**src/rtl/core/dpk_pkg.sv**
```systemverilog
// Shared types and constants for the depth 11-bit packer.
// No dependencies; used by the front end, back end and top level by scoped name.
package dpk_pkg;

	// Field widths fixed by the interface
	localparam int SAMPLE_W = 16;
	localparam int SCALE_W  = 24;
	localparam int OFFSET_W = 11;
	localparam int WORD_W   = 16;
	localparam int PEND_W   = WORD_W - 1;
	localparam int CNT_W    = 4;
	localparam int CFG_IDX_W = 2;

	// Register indexes on the configuration port
	localparam logic [CFG_IDX_W-1:0] CFG_MAP_MODE    = 2'd0;
	localparam logic [CFG_IDX_W-1:0] CFG_DEPTH_SCALE = 2'd1;
	localparam logic [CFG_IDX_W-1:0] CFG_CODE_OFFSET = 2'd2;

	// Register values after reset
	localparam logic [SCALE_W-1:0]  SCALE_RST  = 24'd160400;
	localparam logic [OFFSET_W-1:0] OFFSET_RST = 11'd15;

	// Configuration as seen by the coding front end
	typedef struct packed {
		logic                map_mode;
		logic [SCALE_W-1:0]  depth_scale;
		logic [OFFSET_W-1:0] code_offset;
	} cfg_t;

endpackage

```
**src/rtl/core/dpk_front.sv**
```systemverilog
// Front end of the depth packer: accepts samples and turns each into a code.
// Raw codes and zero depth skip the divider; mapped codes use a bit-serial restoring divider.
// Depends on dpk_pkg.
module dpk_front #(
	parameter int CODE_BITS = 11
) (
	input  logic                          clk,
	input  logic                          arst_n,
	input  dpk_pkg::cfg_t                 cfg,
	input  logic                          sample_valid,
	output logic                          sample_ready,
	input  logic [dpk_pkg::SAMPLE_W-1:0]  depth_sample,
	input  logic                          frame_end,
	output logic                          res_valid,
	input  logic                          res_ready,
	output logic [CODE_BITS-1:0]          res_code,
	output logic                          res_last
);

	localparam int STEP_W = $clog2(dpk_pkg::SCALE_W + 1);
	localparam logic [CODE_BITS-1:0] CODE_MAX = '1;

	typedef enum logic [1:0] {
		ST_IDLE,
		ST_DIV,
		ST_DONE
	} state_t;

	state_t                          state_q;
	logic                            res_valid_q;
	logic [CODE_BITS-1:0]            res_code_q;
	logic                            res_last_q;
	logic                            last_q;
	logic [dpk_pkg::SAMPLE_W-1:0]    rem_q;
	logic [dpk_pkg::SAMPLE_W-1:0]    dsr_q;
	logic [dpk_pkg::SCALE_W-1:0]     quo_q;
	logic [STEP_W-1:0]               step_q;

	logic                            accept;
	logic                            slot_free;
	logic                            need_div;
	logic [CODE_BITS-1:0]            raw_code;
	logic [dpk_pkg::SAMPLE_W:0]      shifted;
	logic [dpk_pkg::SAMPLE_W+1:0]    trial;
	logic                            fits;
	logic [dpk_pkg::SAMPLE_W-1:0]    rem_next;
	logic [dpk_pkg::SCALE_W-1:0]     q_less;
	logic [CODE_BITS-1:0]            map_code;

	// Result slot frees when empty or being taken
	assign slot_free    = !res_valid_q || res_ready;
	assign sample_ready = (state_q == ST_IDLE) && slot_free;
	assign accept       = sample_valid && sample_ready;
	assign need_div     = cfg.map_mode && (depth_sample != '0);

	// Saturate the raw sample; a zero depth in map mode also lands here as zero
	always_comb begin
		if (!cfg.map_mode) begin
			if (depth_sample > dpk_pkg::SAMPLE_W'(CODE_MAX)) raw_code = CODE_MAX;
			else raw_code = depth_sample[CODE_BITS-1:0];
		end else begin
			raw_code = '0;
		end
	end

	// One restoring division step
	always_comb begin
		shifted  = {rem_q, quo_q[dpk_pkg::SCALE_W-1]};
		trial    = {1'b0, shifted} - {2'b00, dsr_q};
		fits     = !trial[dpk_pkg::SAMPLE_W+1];
		rem_next = fits ? trial[dpk_pkg::SAMPLE_W-1:0] : shifted[dpk_pkg::SAMPLE_W-1:0];
	end

	// Subtract the offset from the quotient, clamp to the code range
	always_comb begin
		q_less = quo_q - dpk_pkg::SCALE_W'(cfg.code_offset);
		if (quo_q <= dpk_pkg::SCALE_W'(cfg.code_offset)) map_code = '0;
		else if (q_less > dpk_pkg::SCALE_W'(CODE_MAX)) map_code = CODE_MAX;
		else map_code = q_less[CODE_BITS-1:0];
	end

	// Sequencer, divider and result register
	always_ff @(posedge clk or negedge arst_n) begin
		if (!arst_n) begin
			state_q     <= ST_IDLE;
			res_valid_q <= 1'b0;
			res_code_q  <= '0;
			res_last_q  <= 1'b0;
			last_q      <= 1'b0;
			rem_q       <= '0;
			dsr_q       <= '0;
			quo_q       <= '0;
			step_q      <= '0;
		end else begin
			unique case (state_q)
				ST_IDLE: begin
					if (accept) begin
						if (need_div) begin
							state_q     <= ST_DIV;
							res_valid_q <= 1'b0;
							last_q      <= frame_end;
							rem_q       <= '0;
							dsr_q       <= depth_sample;
							quo_q       <= cfg.depth_scale;
							step_q      <= STEP_W'(dpk_pkg::SCALE_W);
						end else begin
							res_valid_q <= 1'b1;
							res_code_q  <= raw_code;
							res_last_q  <= frame_end;
						end
					end else if (res_ready) begin
						res_valid_q <= 1'b0;
					end
				end
				ST_DIV: begin
					if (res_ready) res_valid_q <= 1'b0;
					rem_q  <= rem_next;
					quo_q  <= {quo_q[dpk_pkg::SCALE_W-2:0], fits};
					step_q <= step_q - STEP_W'(1);
					if (step_q == STEP_W'(1)) state_q <= ST_DONE;
				end
				ST_DONE: begin
					if (slot_free) begin
						res_valid_q <= 1'b1;
						res_code_q  <= map_code;
						res_last_q  <= last_q;
						state_q     <= ST_IDLE;
					end
				end
				default: state_q <= ST_IDLE;
			endcase
		end
	end

	assign res_valid = res_valid_q;
	assign res_code  = res_code_q;
	assign res_last  = res_last_q;

	// A mapped sample of nonzero depth always starts the divider
	a_div_start: assert property (@(posedge clk) disable iff (!arst_n)
		(accept && need_div) |=> (state_q == ST_DIV))
		else $error("divider did not start on a mapped sample");

	// No new transaction while a division is in flight
	a_busy_hold: assert property (@(posedge clk) disable iff (!arst_n)
		(state_q == ST_DIV || state_q == ST_DONE) |-> !sample_ready)
		else $error("sample accepted while dividing");

endmodule

```
**src/rtl/core/dpk_fifo.sv**
```systemverilog
// Small register queue decoupling the coding front end from the packer.
// Depends on no package.
module dpk_fifo #(
	parameter int WIDTH = 12,
	parameter int DEPTH = 2
) (
	input  logic             clk,
	input  logic             arst_n,
	input  logic             push_valid,
	output logic             push_ready,
	input  logic [WIDTH-1:0] push_data,
	output logic             pop_valid,
	input  logic             pop_ready,
	output logic [WIDTH-1:0] pop_data
);

	localparam int AW = (DEPTH > 1) ? $clog2(DEPTH) : 1;
	localparam int CW = $clog2(DEPTH + 1);

	logic [WIDTH-1:0] mem_q [DEPTH];
	logic [AW-1:0]    wr_ptr_q;
	logic [AW-1:0]    rd_ptr_q;
	logic [CW-1:0]    count_q;
	logic             push;
	logic             pop;

	assign push_ready = (count_q != CW'(DEPTH));
	assign pop_valid  = (count_q != '0);
	assign push       = push_valid && push_ready;
	assign pop        = pop_valid && pop_ready;
	assign pop_data   = mem_q[rd_ptr_q];

	// Store entries; no reset needed on the payload
	always_ff @(posedge clk) begin
		if (push) mem_q[wr_ptr_q] <= push_data;
	end

	// Advance pointers and occupancy
	always_ff @(posedge clk or negedge arst_n) begin
		if (!arst_n) begin
			wr_ptr_q <= '0;
			rd_ptr_q <= '0;
			count_q  <= '0;
		end else begin
			if (push) begin
				if (wr_ptr_q == AW'(DEPTH - 1)) wr_ptr_q <= '0;
				else wr_ptr_q <= wr_ptr_q + AW'(1);
			end
			if (pop) begin
				if (rd_ptr_q == AW'(DEPTH - 1)) rd_ptr_q <= '0;
				else rd_ptr_q <= rd_ptr_q + AW'(1);
			end
			if (push && !pop) count_q <= count_q + CW'(1);
			else if (pop && !push) count_q <= count_q - CW'(1);
		end
	end

endmodule

```
**src/rtl/core/dpk_back.sv**
```systemverilog
// Back end of the depth packer: packs codes MSB first into 16-bit words.
// Holds the leftover bits, flushes a zero-padded word at frame end.
// Depends on dpk_pkg.
module dpk_back #(
	parameter int CODE_BITS = 11
) (
	input  logic                        clk,
	input  logic                        arst_n,
	input  logic                        entry_valid,
	output logic                        entry_ready,
	input  logic [CODE_BITS-1:0]        entry_code,
	input  logic                        entry_last,
	output logic                        word_valid,
	input  logic                        word_ready,
	output logic [dpk_pkg::WORD_W-1:0]  packed_word,
	output logic                        word_last
);

	localparam int ACC_W = dpk_pkg::PEND_W + CODE_BITS;
	localparam int FW    = dpk_pkg::CNT_W + 1;

	logic [dpk_pkg::PEND_W-1:0]  pend_bits_q;
	logic [dpk_pkg::CNT_W-1:0]   pend_cnt_q;
	logic                        word_valid_q;
	logic [dpk_pkg::WORD_W-1:0]  packed_word_q;
	logic                        word_last_q;
	logic                        flush_pend_q;
	logic [dpk_pkg::WORD_W-1:0]  flush_word_q;

	logic                        out_free;
	logic                        pop;
	logic                        flush_out;
	logic [ACC_W-1:0]            acc;
	logic [FW-1:0]               cnt_full;
	logic [FW-1:0]               cnt_rem;
	logic                        has_word;
	logic [dpk_pkg::WORD_W-1:0]  full_word;
	logic [dpk_pkg::PEND_W-1:0]  keep_bits;
	logic [dpk_pkg::CNT_W-1:0]   keep_cnt;
	logic                        need_flush;
	logic [dpk_pkg::WORD_W-1:0]  flush_word;

	assign out_free    = !word_valid_q || word_ready;
	assign pop         = entry_valid && !flush_pend_q && out_free;
	assign flush_out   = flush_pend_q && out_free;
	assign entry_ready = !flush_pend_q && out_free;

	// Append the code and split off a full word where there is one
	always_comb begin
		acc       = {pend_bits_q, entry_code};
		cnt_full  = FW'(pend_cnt_q) + FW'(CODE_BITS);
		has_word  = (cnt_full >= FW'(dpk_pkg::WORD_W));
		cnt_rem   = cnt_full - FW'(dpk_pkg::WORD_W);
		full_word = dpk_pkg::WORD_W'(acc >> cnt_rem[dpk_pkg::CNT_W-1:0]);
		if (has_word) begin
			keep_cnt  = cnt_rem[dpk_pkg::CNT_W-1:0];
			keep_bits = acc[dpk_pkg::PEND_W-1:0]
				& ~({dpk_pkg::PEND_W{1'b1}} << cnt_rem[dpk_pkg::CNT_W-1:0]);
		end else begin
			keep_cnt  = cnt_full[dpk_pkg::CNT_W-1:0];
			keep_bits = acc[dpk_pkg::PEND_W-1:0];
		end
		need_flush = entry_last && (keep_cnt != '0);
		// Left-align the leftover bits, zeros on the right
		flush_word = {keep_bits, 1'b0}
			<< (dpk_pkg::CNT_W'(dpk_pkg::WORD_W - 1) - keep_cnt);
	end

	// Pending bits and output register
	always_ff @(posedge clk or negedge arst_n) begin
		if (!arst_n) begin
			pend_bits_q  <= '0;
			pend_cnt_q   <= '0;
			word_valid_q <= 1'b0;
			flush_pend_q <= 1'b0;
		end else begin
			if (pop) begin
				if (has_word) begin
					word_valid_q <= 1'b1;
					flush_pend_q <= need_flush;
				end else begin
					word_valid_q <= need_flush;
				end
				if (entry_last) begin
					pend_bits_q <= '0;
					pend_cnt_q  <= '0;
				end else begin
					pend_bits_q <= keep_bits;
					pend_cnt_q  <= keep_cnt;
				end
			end else if (flush_out) begin
				word_valid_q <= 1'b1;
				flush_pend_q <= 1'b0;
			end else if (word_ready) begin
				word_valid_q <= 1'b0;
			end
		end
	end

	// Word payload; no reset needed
	always_ff @(posedge clk) begin
		if (pop) begin
			if (has_word) begin
				packed_word_q <= full_word;
				word_last_q   <= entry_last && (keep_cnt == '0);
				flush_word_q  <= flush_word;
			end else begin
				packed_word_q <= flush_word;
				word_last_q   <= 1'b1;
			end
		end else if (flush_out) begin
			packed_word_q <= flush_word_q;
			word_last_q   <= 1'b1;
		end
	end

	assign word_valid  = word_valid_q;
	assign packed_word = packed_word_q;
	assign word_last   = word_last_q;

	// The final word of a frame leaves nothing behind
	a_last_empty: assert property (@(posedge clk) disable iff (!arst_n)
		(word_valid_q && word_last_q) |-> (pend_cnt_q == '0 && !flush_pend_q))
		else $error("bits left over after the final word");

	// A flush word only ever waits behind a word already shown
	a_flush_behind: assert property (@(posedge clk) disable iff (!arst_n)
		flush_pend_q |-> (word_valid_q && !word_last_q))
		else $error("flush word pending with no word ahead of it");

endmodule

```
**src/rtl/core/depth_11bit_packer_unit.sv**
```systemverilog
// Depth packer top level: codes 16-bit depth samples and packs the codes into 16-bit words.
// Raw mode and zero depth take a new sample every clock while the result slot is free; a word
// passes the result, queue and output registers. A nonzero map sample uses the one-bit-a-cycle
// 24-bit divider, which blocks new samples; a flush word behind a full word holds the packer.
// A two-entry queue sits between coding and packing; reset (arst_n low, asynchronous) clears
// all pending bits and restores the registers. Depends on dpk_pkg, dpk_front, dpk_fifo, dpk_back.
module depth_11bit_packer_unit #(
	parameter int CODE_BITS = 11
) (
	input  logic                          clk,
	input  logic                          arst_n,
	input  logic                          cfg_wen,
	input  logic [dpk_pkg::CFG_IDX_W-1:0] cfg_index,
	input  logic [dpk_pkg::SCALE_W-1:0]   cfg_data,
	input  logic                          sample_valid,
	output logic                          sample_ready,
	input  logic [dpk_pkg::SAMPLE_W-1:0]  depth_sample,
	input  logic                          frame_end,
	output logic                          word_valid,
	input  logic                          word_ready,
	output logic [dpk_pkg::WORD_W-1:0]    packed_word,
	output logic                          word_last
);

	localparam int ENTRY_W = CODE_BITS + 1;

	dpk_pkg::cfg_t         cfg_q;
	logic                  res_valid;
	logic                  res_ready;
	logic [CODE_BITS-1:0]  res_code;
	logic                  res_last;
	logic                  entry_valid;
	logic                  entry_ready;
	logic [ENTRY_W-1:0]    entry_data;

	// Configuration registers
	always_ff @(posedge clk or negedge arst_n) begin
		if (!arst_n) begin
			cfg_q.map_mode    <= 1'b0;
			cfg_q.depth_scale <= dpk_pkg::SCALE_RST;
			cfg_q.code_offset <= dpk_pkg::OFFSET_RST;
		end else if (cfg_wen) begin
			unique case (cfg_index)
				dpk_pkg::CFG_MAP_MODE:    cfg_q.map_mode    <= cfg_data[0];
				dpk_pkg::CFG_DEPTH_SCALE: cfg_q.depth_scale <= cfg_data;
				dpk_pkg::CFG_CODE_OFFSET:
					cfg_q.code_offset <= cfg_data[dpk_pkg::OFFSET_W-1:0];
				default: ;
			endcase
		end
	end

	dpk_front #(
		.CODE_BITS(CODE_BITS)
	) u_front (
		.clk          (clk),
		.arst_n       (arst_n),
		.cfg          (cfg_q),
		.sample_valid (sample_valid),
		.sample_ready (sample_ready),
		.depth_sample (depth_sample),
		.frame_end    (frame_end),
		.res_valid    (res_valid),
		.res_ready    (res_ready),
		.res_code     (res_code),
		.res_last     (res_last)
	);

	dpk_fifo #(
		.WIDTH(ENTRY_W),
		.DEPTH(2)
	) u_fifo (
		.clk        (clk),
		.arst_n     (arst_n),
		.push_valid (res_valid),
		.push_ready (res_ready),
		.push_data  ({res_last, res_code}),
		.pop_valid  (entry_valid),
		.pop_ready  (entry_ready),
		.pop_data   (entry_data)
	);

	dpk_back #(
		.CODE_BITS(CODE_BITS)
	) u_back (
		.clk         (clk),
		.arst_n      (arst_n),
		.entry_valid (entry_valid),
		.entry_ready (entry_ready),
		.entry_code  (entry_data[CODE_BITS-1:0]),
		.entry_last  (entry_data[CODE_BITS]),
		.word_valid  (word_valid),
		.word_ready  (word_ready),
		.packed_word (packed_word),
		.word_last   (word_last)
	);

endmodule

```
**config.mk**
```make
export PLATFORM = sky130hd
export DESIGN_NAME = depth_11bit_packer_unit
export DESIGN_NICKNAME = d
export VERILOG_FILES = /design/src/rtl/core/dpk_pkg.sv /design/src/rtl/core/dpk_front.sv /design/src/rtl/core/dpk_fifo.sv /design/src/rtl/core/dpk_back.sv /design/src/rtl/core/depth_11bit_packer_unit.sv
export SDC_FILE = /design/constraint.sdc
export NUM_CORES = 1
export LEC_CHECK = 0
export BUFFER_PORTS_ARGS = -buffer_cell sky130_fd_sc_hd__buf_2
export CAP_MARGIN = 20
export CELL_PAD_IN_SITES_DETAIL_PLACEMENT = 0
export CELL_PAD_IN_SITES_GLOBAL_PLACEMENT = 1
export CORE_ASPECT_RATIO = 1.4
export CORE_MARGIN = 8
export CORE_UTILIZATION = 24
export CTS_CLUSTER_SIZE = 10
export DETAILED_ROUTE_END_ITERATION = 12
export HOLD_SLACK_MARGIN = 0.05
export PLACE_DENSITY = 0.51
export SYNTH_ARGS = -nofsm -noshare
export SYNTH_HDL_FRONTEND = slang
export SYNTH_SLANG_ARGS = --single-unit
```
**constraint.sdc**
```tcl
create_clock -name clk -period 10.85 [get_ports clk]
set_input_delay 1.6275 -clock clk [delete_from_list [all_inputs] [get_ports clk]]
set_output_delay 1.6275 -clock clk [all_outputs]
set_load 0.005 [all_outputs]
```
# Word level (Yosys, flattened, before mapping)
# Memories as Yosys holds them, arrays and structs flattened.
# Index checks and enable logic that the tools add are counted.
# totals
ff_bits	171
latchBits	0
ram_bits	24
mem_bits_ro	0
out_inout_bits	19
mem_count	1
# memory_table
name	words	width	read_ports	rd_clocked_by_memory_dff	write_ports	line_no	rtl
u_fifo.mem_q	2	12	1	0	1	dpk_fifo.sv:20	logic [WIDTH-1:0] mem_q [DEPTH];
# classes
add_sub_neg	10
mul	0
div	0
magnitude_cmp	4
eq_ne	12
shift	3
mux	55
bitwise_logic	2
reduce_logical	43
# ops
op	n
two-way mux 16 bit	6
two-way mux 11 bit	7
two-way mux 24 bit	2
case mux 24 bit (2 select lines)	1
case mux 16 bit (2 select lines)	1
two-way mux 15 bit	2
right shift 26 x 4 -> 16 bit	1
greater-than comparator 24 x 11 -> 1 bit (second input constant)	1
<= comparator 24 x 11 -> 1 bit	1
subtractor 24 x 11 -> 24 bit	1
case mux 11 bit (2 select lines)	1
two-way mux 1 bit	21
subtractor 17 x 16 -> 18 bit	1
greater-than comparator 16 x 11 -> 1 bit (second input constant)	1
nonzero test 16 bit	1
<< shifter 16 x 4 -> 16 bit	1
AND 15 bit	1
inverter 15 bit	1
<< shifter 15 x 4 -> 15 bit (first input constant)	1
logical AND 1 bit	13
two-way mux 2 bit	6
AND reduction 2 bit	6
two-way mux 5 bit	2
case mux 5 bit (2 select lines)	1
other kinds (26)	49

# Logic depth before layout (Yosys ltp)
# Gate-level depths: netlist (run 1).
# logic_depth
word_depth	9
mapped_depth	16
mapped_depth_nobuf	12

# Modules after synthesis
# A second synthesis (run 1) with hierarchy kept.
# hier_totals
cells_unflattened	1236
area_unflattened_um2	12475.7
# by_module_without_submodules
module	n_inst	cells_per_inst	area_each_um2	seq_area_each_um2
dpk_front	1	605	5429.0	1926.8
dpk_back	1	498	4466.8	1486.4
depth_11bit_packer_unit	1	78	1501.4	914.6
dpk_fifo	1	55	1078.5	820.8

# Worst setup path after synthesis (run 1)
# Ideal clock, no wire load.
# synth_path
path_type	register to register
start	register u_back.pend_cnt_q[0] (netlist name)
end	register u_back.packed_word_q (netlist bit u_back.packed_word[14]) (data pin)
setup_time_ps	188
arrival_ps	3525
required_time_ps	10662
path_slack_ps	7137
path_stages_with_launch	16
period_less_slack_ps	3713
cell_sequence	dfrtp_1 -> clkbuf_1 -> inv_1 -> clkbuf_1 -> clkbuf_1 -> ha_1 -> inv_1 -> ha_1 -> clkbuf_1 -> clkinv_1 -> nor2_1 -> o211ai_1 -> mux4_2 -> nor2_1 -> a2111oi_0 -> o41ai_1
# synth_via
elab_chain_len	9
elab_cells_between_ends	13
classes_between	3 x add/sub; 1 x order compare; 3 x shift; 4 x mux; 2 x bitwise
# synth_lines
element	line_no	rtl
from (decl)	dpk_back.sv:23	logic [dpk_pkg::CNT_W-1:0] pend_cnt_q;
from (signal assigned)	dpk_back.sv:89	pend_cnt_q <= keep_cnt;
adder 4 x 4 -> 5 bit (*)	dpk_back.sv:51	cnt_full = FW'(pend_cnt_q) + FW'(CODE_BITS);
subtractor 4 x 1 -> 4 bit	dpk_back.sv:53	cnt_rem = cnt_full - FW'(dpk_pkg::WORD_W);
<< shifter 15 x 4 -> 15 bit	dpk_back.sv:58	& ~({dpk_pkg::PEND_W{1'b1}} << cnt_rem[dpk_pkg::CNT_W-1:0]);
inverter 15 bit	dpk_back.sv:58	
AND 15 bit	dpk_back.sv:58	
two-way mux 15 bit	dpk_back.sv:55	if (has_word) begin
<< shifter 16 x 4 -> 16 bit	dpk_back.sv:65	flush_word = {keep_bits, 1'b0}
two-way mux 16 bit (*)	dpk_back.sv:103	if (has_word) begin
two-way mux 16 bit (*)	dpk_back.sv:102	if (pop) begin
to (signal assigned)	dpk_back.sv:104	packed_word_q <= full_word;
to (signal assigned)	dpk_back.sv:108	packed_word_q <= flush_word;
to (signal assigned)	dpk_back.sv:112	packed_word_q <= flush_word_q;
to (decl)	dpk_back.sv:25	logic [dpk_pkg::WORD_W-1:0] packed_word_q;
# Every way passes the cells marked *; elsewhere a longest branch is shown, timed or not.
# A chain may end at the register's enable or synchronous reset.

# Worst setup path in the final report (run 1)
# Ends and elaborated chain as after synthesis.

==> results, run 1 <==
- Setup violations remaining at the end of the flow were counted as 0.
- The startpoint identified for the worst hold timing path is u_front.res_code[3].
- After detailed placement, the total cell area comes to around 13000 um2.
- The clock sink total is about 190.
- The slew at the pin closest to its max-slew limit is about 970 ps.
- The count of port buffers added during placement is 66.
- The final design utilization is between 20% and 30%.
- Clock-pin slew was measured on the worst setup and hold paths at ~80 ps.
- The cell area after layout is about 14000 um2.
- Setup total negative slack on the finished layout was measured at 0 ps.
- The top cell type by area accounts for about a quarter of the synthesized area.
- The run finished with clean final reports.
- The starting density of the core is approximately a quarter.
- The kind of capture point of the worst setup path is a register.
- In the routed design, unresolved DRC markers number 0.
- The average wire per cell in the routed design is roughly 19 um.
- The CTS tree is done.
- The number of cells on the worst hold path is 0.
- The sum of routed wire length over all layers is ~36 mm.
- Detailed routing placed a total of roughly 19 mm of wire on met2.
- Hold is met by approximately 500 ps.
- The worst slew slack as a fraction of its limit is about a third.
- Detailed placement ended at an HPWL of 27.1 mm.
- The pre-antenna-repair detailed-routing pass consisted of 5 iterations.
- The overall global routing resource usage is ~13%.
- In the detailed route, the total length drawn on met3 is 984 um.
- The first global-routing pass estimated between 50 and 60 mm of wire.
- When the netlist entered floorplanning its net count stood at between 1000 and 1500.
- By startpoint and endpoint, the worst setup path is classified as register to register.
- The number of enable flip-flop cells after synthesis is 56.
- The analysis attributes to cell leakage a power of ~5.6 nW.
- The average instance area after synthesis is approximately 9.6 um2.
- The largest buffer count on any clock path is 2.
- The final critical-path required period is roughly 5000 ps.
- The number of hold violations in the final report is 0.
- The type of the tightest min-delay check is register to register.
- After global routing the overflow that remains totals 0.
- Summing every instance area after synthesis gives approximately 12000 um2.
- The number of warnings printed during yosys synthesis is 0.
- The worst path uses a little under half of the clock period.
- The number of max-cap violations is 0.
- Relative to the synthesized area, the layout overhead comes to 13.2%.
- The power density over the cells is ~370 nW/um2.
- The first routing iteration left between 500 and 600 violations.
- The worst register-to-register path has a depth of 11.
- The via density per instance is around 4.9.
- The die is roughly 280 um tall.
- For this run, the top clock speed supported by timing is about 200 MHz.
- The worst vdd rail ir drop is roughly 140 uV.
- The number of clock buffers added by TritonCTS is 17.
- The worst setup slack for register-to-register paths is 5860 ps.
- The worst register-to-register path begins at u_back.pend_cnt_q[0].
- The flip-flop and latch count after synthesis is a little under 200.
- In the final design database the tool counted around 1400 nets.
- The core region area is between 40000 and 50000 um2.
- dfrtp_1 takes more of the synthesized area than any other cell.
- The number of slew-limit violations in the final report was 0.
- Along the worst path, the maximum fanout reaches 61.
- After detailed routing, the wire length on met1 is between 10 and 15 mm.
- The async set-reset flop share out of synthesis is 71.1%.
- The post-CTS setup repair buffer count is 0.
- Pin placement for this block handled 67 I/O pins.
- The most critical setup path has its startpoint at u_back.pend_cnt_q[0].
- At the worst endpoint, the required time is 11030 ps.
- Measured along the x axis, the die boundary spans between 200 and 250 um.
- For this design, the CTS-stage hold fixing added 0 buffers.
- The post-route netlist has between 10% and 20% of its cells at a drive strength greater than 1.
- The count of H-tree levels built during CTS is 4.
- The later pin in the worst-skew pair is clocked with a latency of 460 ps.
- Row generation in the floorplan step produced 96 rows.
- The last weighted congestion value of the routability-driven placer is about 0.83.
- The number of standard cells after synthesis is 1240.
- Entering global routing, the biggest net connects 76 pins.
- Data arrives at the worst endpoint at 5180 ps.
- After synthesis, flip-flops and latches occupy around 43% of the total area.
- In this run the clock root is driven by a clkbuf_16.
- The die footprint is 57300 um2.
- The number of antenna repair diodes is 0.
- The number of antenna violations at the first check in global routing is 2.
- The most used flip-flop cell after synthesis is dfrtp_1.
- Sorting the synthesized cells by area gives the leading types as dfrtp_1 (27%), edfxtp_1 (14%), mux2_2 (6.5%), mux2i_1 (5.4%), o21ai_0 (5.3%).
- In this run the top signal layer used is met5.
- The clock arrives with approximately 20 ps of skew.
- In this run, post-CTS repair resized a total of 0 instances.
- The critical path startpoint category is a register.
- The via count of the first global-routing pass is 9585.
- The number of vias after detailed routing is 9365.
- The post-synthesis cell type count is 83.
- The number of antenna-violating nets in the routed design is 0.
- The total power is around 5.0 mW.
- Setup repair after global routing left no endpoint under its margin.
report_power, final:
part / total (mW) / leakage, nW / switching (mW) / internal (mW)
sequential: 1.36 / 2.22 / 0.223 / 1.13
clock: 0.651 / 0.289 / 0.334 / 0.316
combinational: 2.99 / 3.08 / 1.86 / 1.12
metrics by stage:
step                      instances  worst slack, ps
after floorplan                1240             7140
after global placement         1881             5920
after detailed placement       1881             5900
after CTS                      1913             5870
after global routing           1916             5350
final                          1916             5860
state kept, by name (all words and copies together), names as in the netlist, 11 cells and up:
| signal | cells |
|---|---|
| u_front.rem_q | 16 |
| u_fifo.mem_q | 24 |
| u_front.dsr_q | 16 |
| u_back.pend_bits_q | 15 |
| u_front.res_code | 11 |
| cfg_q | 36 |
| u_front.quo_q | 24 |
| u_back.flush_word_q | 15 |
| u_back.packed_word | 16 |
path summary, 6_finish.rpt:
check                                    endpoint
setup / recovery           u_back.packed_word[14]
hold / removal                 u_fifo.mem_q[0][3]
setup reg to reg           u_back.packed_word[14]
hold reg to reg                u_fifo.mem_q[0][3]
max in group asynchronous               cfg_q[28]
min in group asynchronous        u_front.dsr_q[5]
cell usage in the layout (no fill, tap or decap), types with 37 or more instances in the layout:
master    instances
a21oi_1          61
buf_2            65
dfrtp_1         126
edfxtp_1         56
ha_1             37
inv_1            51
mux2_2           69
mux2i_1          64
nand2_1         160
nor2_1           87
o21ai_0         126
final cells by class:
cell class	instances	area (um2)
fill	5212	35600
clock buffer	18	439
timing repair buffer	88	542
multi-input combinational	912	6250
clock inverter	14	151
inverter	53	199
tap	637	797
sequential	194	5150
critical path, cell delays in order (launching register included):
cell	delay (ps)
dfrtp_2	340
buf_4	530
inv_1	530
ha_1	440
buf_4	460
clkinv_1	790
nand2_1	400
a21oi_1	130
a211oi_1	250
a21oi_1	150
a2111oi_0	510
o41ai_1	130
kinds of logic (layout without fill, tap and decap cells):
group                      after synthesis  count (layout)  share of synthesized area [%]
and+or+nand+nor                        368             368                           14.2
xor gates and xnor gates                25              25                           1.83
adders and majority gates               40              40                           4.32
DFF                                    194             194                           43.1
AOI/OAI and AO/OA                      336             336                           18.0
muxes                                  143             143                           13.8
buffers and inverters                  134             173                           4.80
routing by layer:
| metal | track usage, % | up-vias |
|---|---|---|
| li1 | - | 4576 |
| met1 | 14.4 | 4549 |
| met2 | 22.6 | 179 |
| met3 | 2.16 | 57 |
| met4 | 5.84 | 4 |
| met5 | 0 | - |
synth_stat cells (22+ instances only):
library cell  number
edfxtp_1          56
a21oi_1           62
dfrtp_1          127
inv_1             51
mux2i_1           64
nor2_1            88
ha_1              38
nand2_1          160
mux2_2            69
clkbuf_1          55
o21ai_0          126
o211ai_1          22
Note: power is estimated with default switching activity, not from simulation.
==> run 2: changes to the inputs <==
- ABC_AREA: not set -> 1
- PLACE_DENSITY: 0.51 -> 0.52
- clock period: 10.85 -> 4.9 ns (I/O delays scaled with it)
==> run 2 against run 1 <==
Net effect:
- clock skew is 5.7 ps lower
- clock-buffer cell count up 4
- critical endpoint is now u_back.packed_word[6]
- register-to-register slack got worse by 4500 ps
- cell area increased by 1.3%
- area after synthesis rose by 1.3%
- first-iteration DRC count decreased by 6.6%
- utilization shrank 0.065 points
- routed wire length up 7.7%
- sequential share of layout area shrank 0.50 points
- critical path depth rose by 5
==> results, run 2 <==
- The flow ran to the end, and the final reports show no timing, DRC or antenna violations.
- The number of top-level pins was 67 (unchanged).
- The signal on the critical path passes through inv_2 > ha_1 > inv_1 > ha_1 > inv_1 > nor2_1 > inv_1 > nand2_1 > nand3_1 > nand3_1 > nand2_1 > nand2_1 > nand3_1 > inv_1 > nor2_1 > o21ai_0.
- The largest buffer count on any clock path was 2 (unchanged).
- The synthesized net count is 1650 (+24%).
- The number of antenna repair diodes is 0 (unchanged).
- The register name with the most flops is cfg_q.
- In the layout the commonest cells are nand2_1 (429), inv_1 (185), o21ai_0 (150).
- The root buffer cell is clkbuf_16.
- The worst reg-to-reg path cell count is 16 (+5).
- The largest fanout on the critical path is 29 (-52%).
- The biggest area consumer among synthesized cells is dfrtp_1.
- The post-CTS setup repair buffer count was 0 (unchanged).
- The area used by sequential logic in the layout came to 5150 um2 (about the same).
- The largest registers in the layout are cfg_q: 36 flops, u_fifo.mem_q: 24 flops, u_front.quo_q: 24 flops.
- The worst vdd rail ir drop is 299 uV (+110%).
- The final critical-path required period is 3570 ps (-1430 ps).
- The total number of nets in the final design came to 1686 (+25%).
- The count of H-tree levels built during CTS is 4 (unchanged).
- The number of hold buffers added after CTS is 0 (unchanged).
- The delay of the slowest critical-path stage came to 730 ps (-60 ps).
- The cell repeated most along the worst path is inv_1.
- The portion of synthesized cell area occupied by the leading cell type is 26.3% (-0.34 points).
- The number of antenna violations at the first check in global routing came to 0 (-2).
- The slew at the pin closest to its max-slew limit was 1010 ps (+44.1 ps).
- The area growth from synthesis to layout is 13.3% (about the same).
- The die extent in x is 206 um (+0.59%).
- The latest clock arrival within the worst-skew pair is 460 ps (about the same).
- The core region area was 49900 um2 (+1.5%).
- The die footprint is 57900 um2 (+1.2%).
- The fmax is 280 MHz (+40%).
- By area the synthesized netlist is led by dfrtp_1 (26%), edfxtp_1 (14%), nand2_1 (13%), o21ai_0 (6.2%), inv_1 (5.7%).
- Yosys instantiated no cell more often than nand2_1.
- The number of standard cells after synthesis is 1562 (+26%).
- The number of vias after detailed routing is 10400 (+11%).
- The number of enable flip-flop cells after synthesis is 56 (unchanged).
- The number of search-and-repair iterations in the first detailed-routing pass came to 5 (unchanged).
- The data required time at the worst endpoint is 5210 ps (-5820 ps).
- The flip-flop and latch count after synthesis came to 194 (unchanged).
- Ranked by instance count, the synthesized netlist is headed by nand2_1 (429), inv_1 (185), o21ai_0 (150), dfrtp_1 (127), nor2_1 (106).
- The worst setup path is launched from a register.
- The async set-reset flop share out of synthesis is 71.1% (unchanged).
- The starting density of the core is 24.3% (-0.062 points).
- The critical path startpoint is u_back.pend_cnt_q[0].
- The type of the tightest min-delay check is input pin to async pin.
- The capture instance of the worst register-to-register path is u_back.packed_word[6].
- The sum of routed wire length over all layers came to 38.8 mm (+7.7%).
- The largest net degree at the start of global routing came to 98 (+29%).
- The worst setup skew after layout is 14.0 ps (-5.67 ps).
- The power density over the cells came to 779 nW/um2 (+110%).
- The average wire per cell in the routed design is 17.2 um (-8.5%).
- The overall global routing resource usage is 13.6% (+0.93 points).
- The detailed placer's ending HPWL was 30.2 mm (+11%).
- The area of the multi-input gates is 5920 um2 (-5.2%).
- The last weighted congestion value of the routability-driven placer is 0.863 (+4.3%).
- The via count of the first global-routing pass is 10600 (+11%).
- The number of slew-limit violations in the final report came to 0 (unchanged).
- The total global routing overflow is 0 (unchanged).
- The endpoint of the worst setup timing path is u_back.packed_word[6].
- The most used flip-flop cell after synthesis is dfrtp_1.
- The clock-pin slew reported for the worst setup and hold paths after clock tree synthesis is 70 ps (about the same).
- The number of warnings printed during yosys synthesis is 0 (unchanged).
- The worst slew slack as a fraction of its limit is 32.4% (-3.0 points).
- TritonCTS built the clock tree.
- The share of the cycle needed by the critical path after routing was 72.8% (+27 points).
- The library cell used most frequently in the layout, excluding fill and tap cells, is nand2_1.
- The clock sink total is 194 (unchanged).
- The vertical die dimension was 282 um (+0.60%).
- The count of port buffers added during placement is 66 (unchanged).
- The kind of capture point of the worst setup path is a register.
- The post-synthesis cell type count is 56 (-33%).
- In this run the critical register-to-register path is launched from u_back.pend_cnt_q[0].
- The number of antenna-violating nets in the routed design came to 0 (unchanged).
- The first-iteration detailed-routing DRC count is 527 (-6.6%).
- The cell row count came to 97 (+1.0%).
- The number of max-cap violations is 0 (unchanged).
- The sequential fraction of the synthesis area was 42.6% (-0.54 points).
- The total standard cell area after synthesis came to 12100 um2 (+1.3%).
- The count of instances resized after the clock tree is built is 0 (unchanged).
- The cell count after placement is 2221 (+18%).
- The count of final setup violators came to 0 (unchanged).
- The arrival time of data at the critical path endpoint is 3880 ps (-1300 ps).
- The number of hold violations in the final report was 0 (unchanged).
- The count of placed standard cells in the final layout, fillers left out came to 2254 (+18%).
- The ratio of cells with drive above 1 in the final layout is 13.1% (-5.4 points).
- The final-layout setup total negative slack was 0 ps (unchanged).
- The count of unresolved DRC violations after routing is 0 (unchanged).
- The first-pass GRT wire length came to 60.8 mm (+7.1%).
- The worst setup slack for register-to-register paths was 1330 ps (-4520 ps).
- The type of the worst setup path is register to register.
- The number of clock buffers inserted by TritonCTS was 17 (unchanged).
- On the critical path, the stage with the largest delay is an instance of ha_1.
- The leakage power was 6.17 nW (+10%).
- The number of flip-flops under the largest register name is 36 (unchanged).
- The average instance area after synthesis is 7.75 um2 (-20%).
- The count of filler cells inserted in the layout is 5512 (+5.8%).
- Setup repair after global routing left no endpoint under its margin.
- The via density per instance is 4.61 (-5.6%).
==> run 2: logic make-up (layout without fill, tap and decap cells) <==
logic type / after synthesis / count (layout) / share of synthesized area (%)
muxes: 17 / 17 / 1.54
AOI/OAI and AO/OA: 331 / 331 / 16.8
and+or+nand+nor: 694 / 694 / 24.1
xor gates and xnor gates: 28 / 28 / 2.03
DFF: 194 / 194 / 42.6
buffers and inverters: 258 / 307 / 8.62
adders and majority gates: 40 / 40 / 4.26
==> run 2: worst min-delay path by stage <==
stage	to	slack, ps	cells past startpoint
2_1_floorplan	cfg_q[10]	440	0
3_3_place_gp	u_fifo.mem_q[0][1]	460	0
3_5_place_dp	u_fifo.mem_q[0][8]	460	0
4_1_cts	u_front.rem_q[1]	420	1
5_1_grt	cfg_q[31]	450	1
6_report	cfg_q[31]	390	1
==> run 2: layer usage <==
metal | vias to the layer above | track usage (%) | share of wire (%)
li1 | 5248 | - | -
met1 | 4920 | 14.1 | 39
met2 | 170 | 26.2 | 55
met3 | 61 | 2.03 | 2.3
met4 | 0 | 6.28 | 3.7
met5 | - | 0 | 0
==> run 2: cell type report <==
type / count / area share [%]
clock buffer: 22 / 3.71
clock inverter: 10 / 0.840
inverter: 194 / 5.35
multi-input combinational: 1110 / 43.2
sequential: 194 / 37.6
tap: 643 / 5.87
timing repair buffer: 81 / 3.42
==> run 2: per-stage QoR <==
step	hold slack (ps)	power (mW)	instance area (um2)	util, %	setup WS (ps)
after floorplan	439	7.34	12100	-	1950
after global placement	455	9.25	13100	26.2	1350
after detailed placement	463	9.23	13100	26.2	1330
after CTS	424	10.8	13700	27.4	1320
after global routing	451	11.7	13700	27.5	888
final	385	10.7	13700	27.5	1330
==> run 2: worst max-delay path, delay by kind of cell, from the launching register on <==
| family | cells | cell delay, ps |
|---|---|---|
| adder cells (fa/ha/maj) | 2 | 980 |
| AND/OR/NAND/NOR | 8 | 930 |
| buffers and inverters | 5 | 920 |
| flip-flops | 1 | 430 |
| AO/OA/AOI/OAI | 1 | 130 |
==> run 2: power by group <==
| group | switching, mW | internal (mW) | total (mW) | leakage (nW) |
|---|---|---|---|---|
| Sequential | 0.351 | 2.43 | 2.78 | 2.20 |
| Combinational | 4.34 | 2.02 | 6.36 | 3.66 |
| Clock | 0.680 | 0.847 | 1.53 | 0.307 |
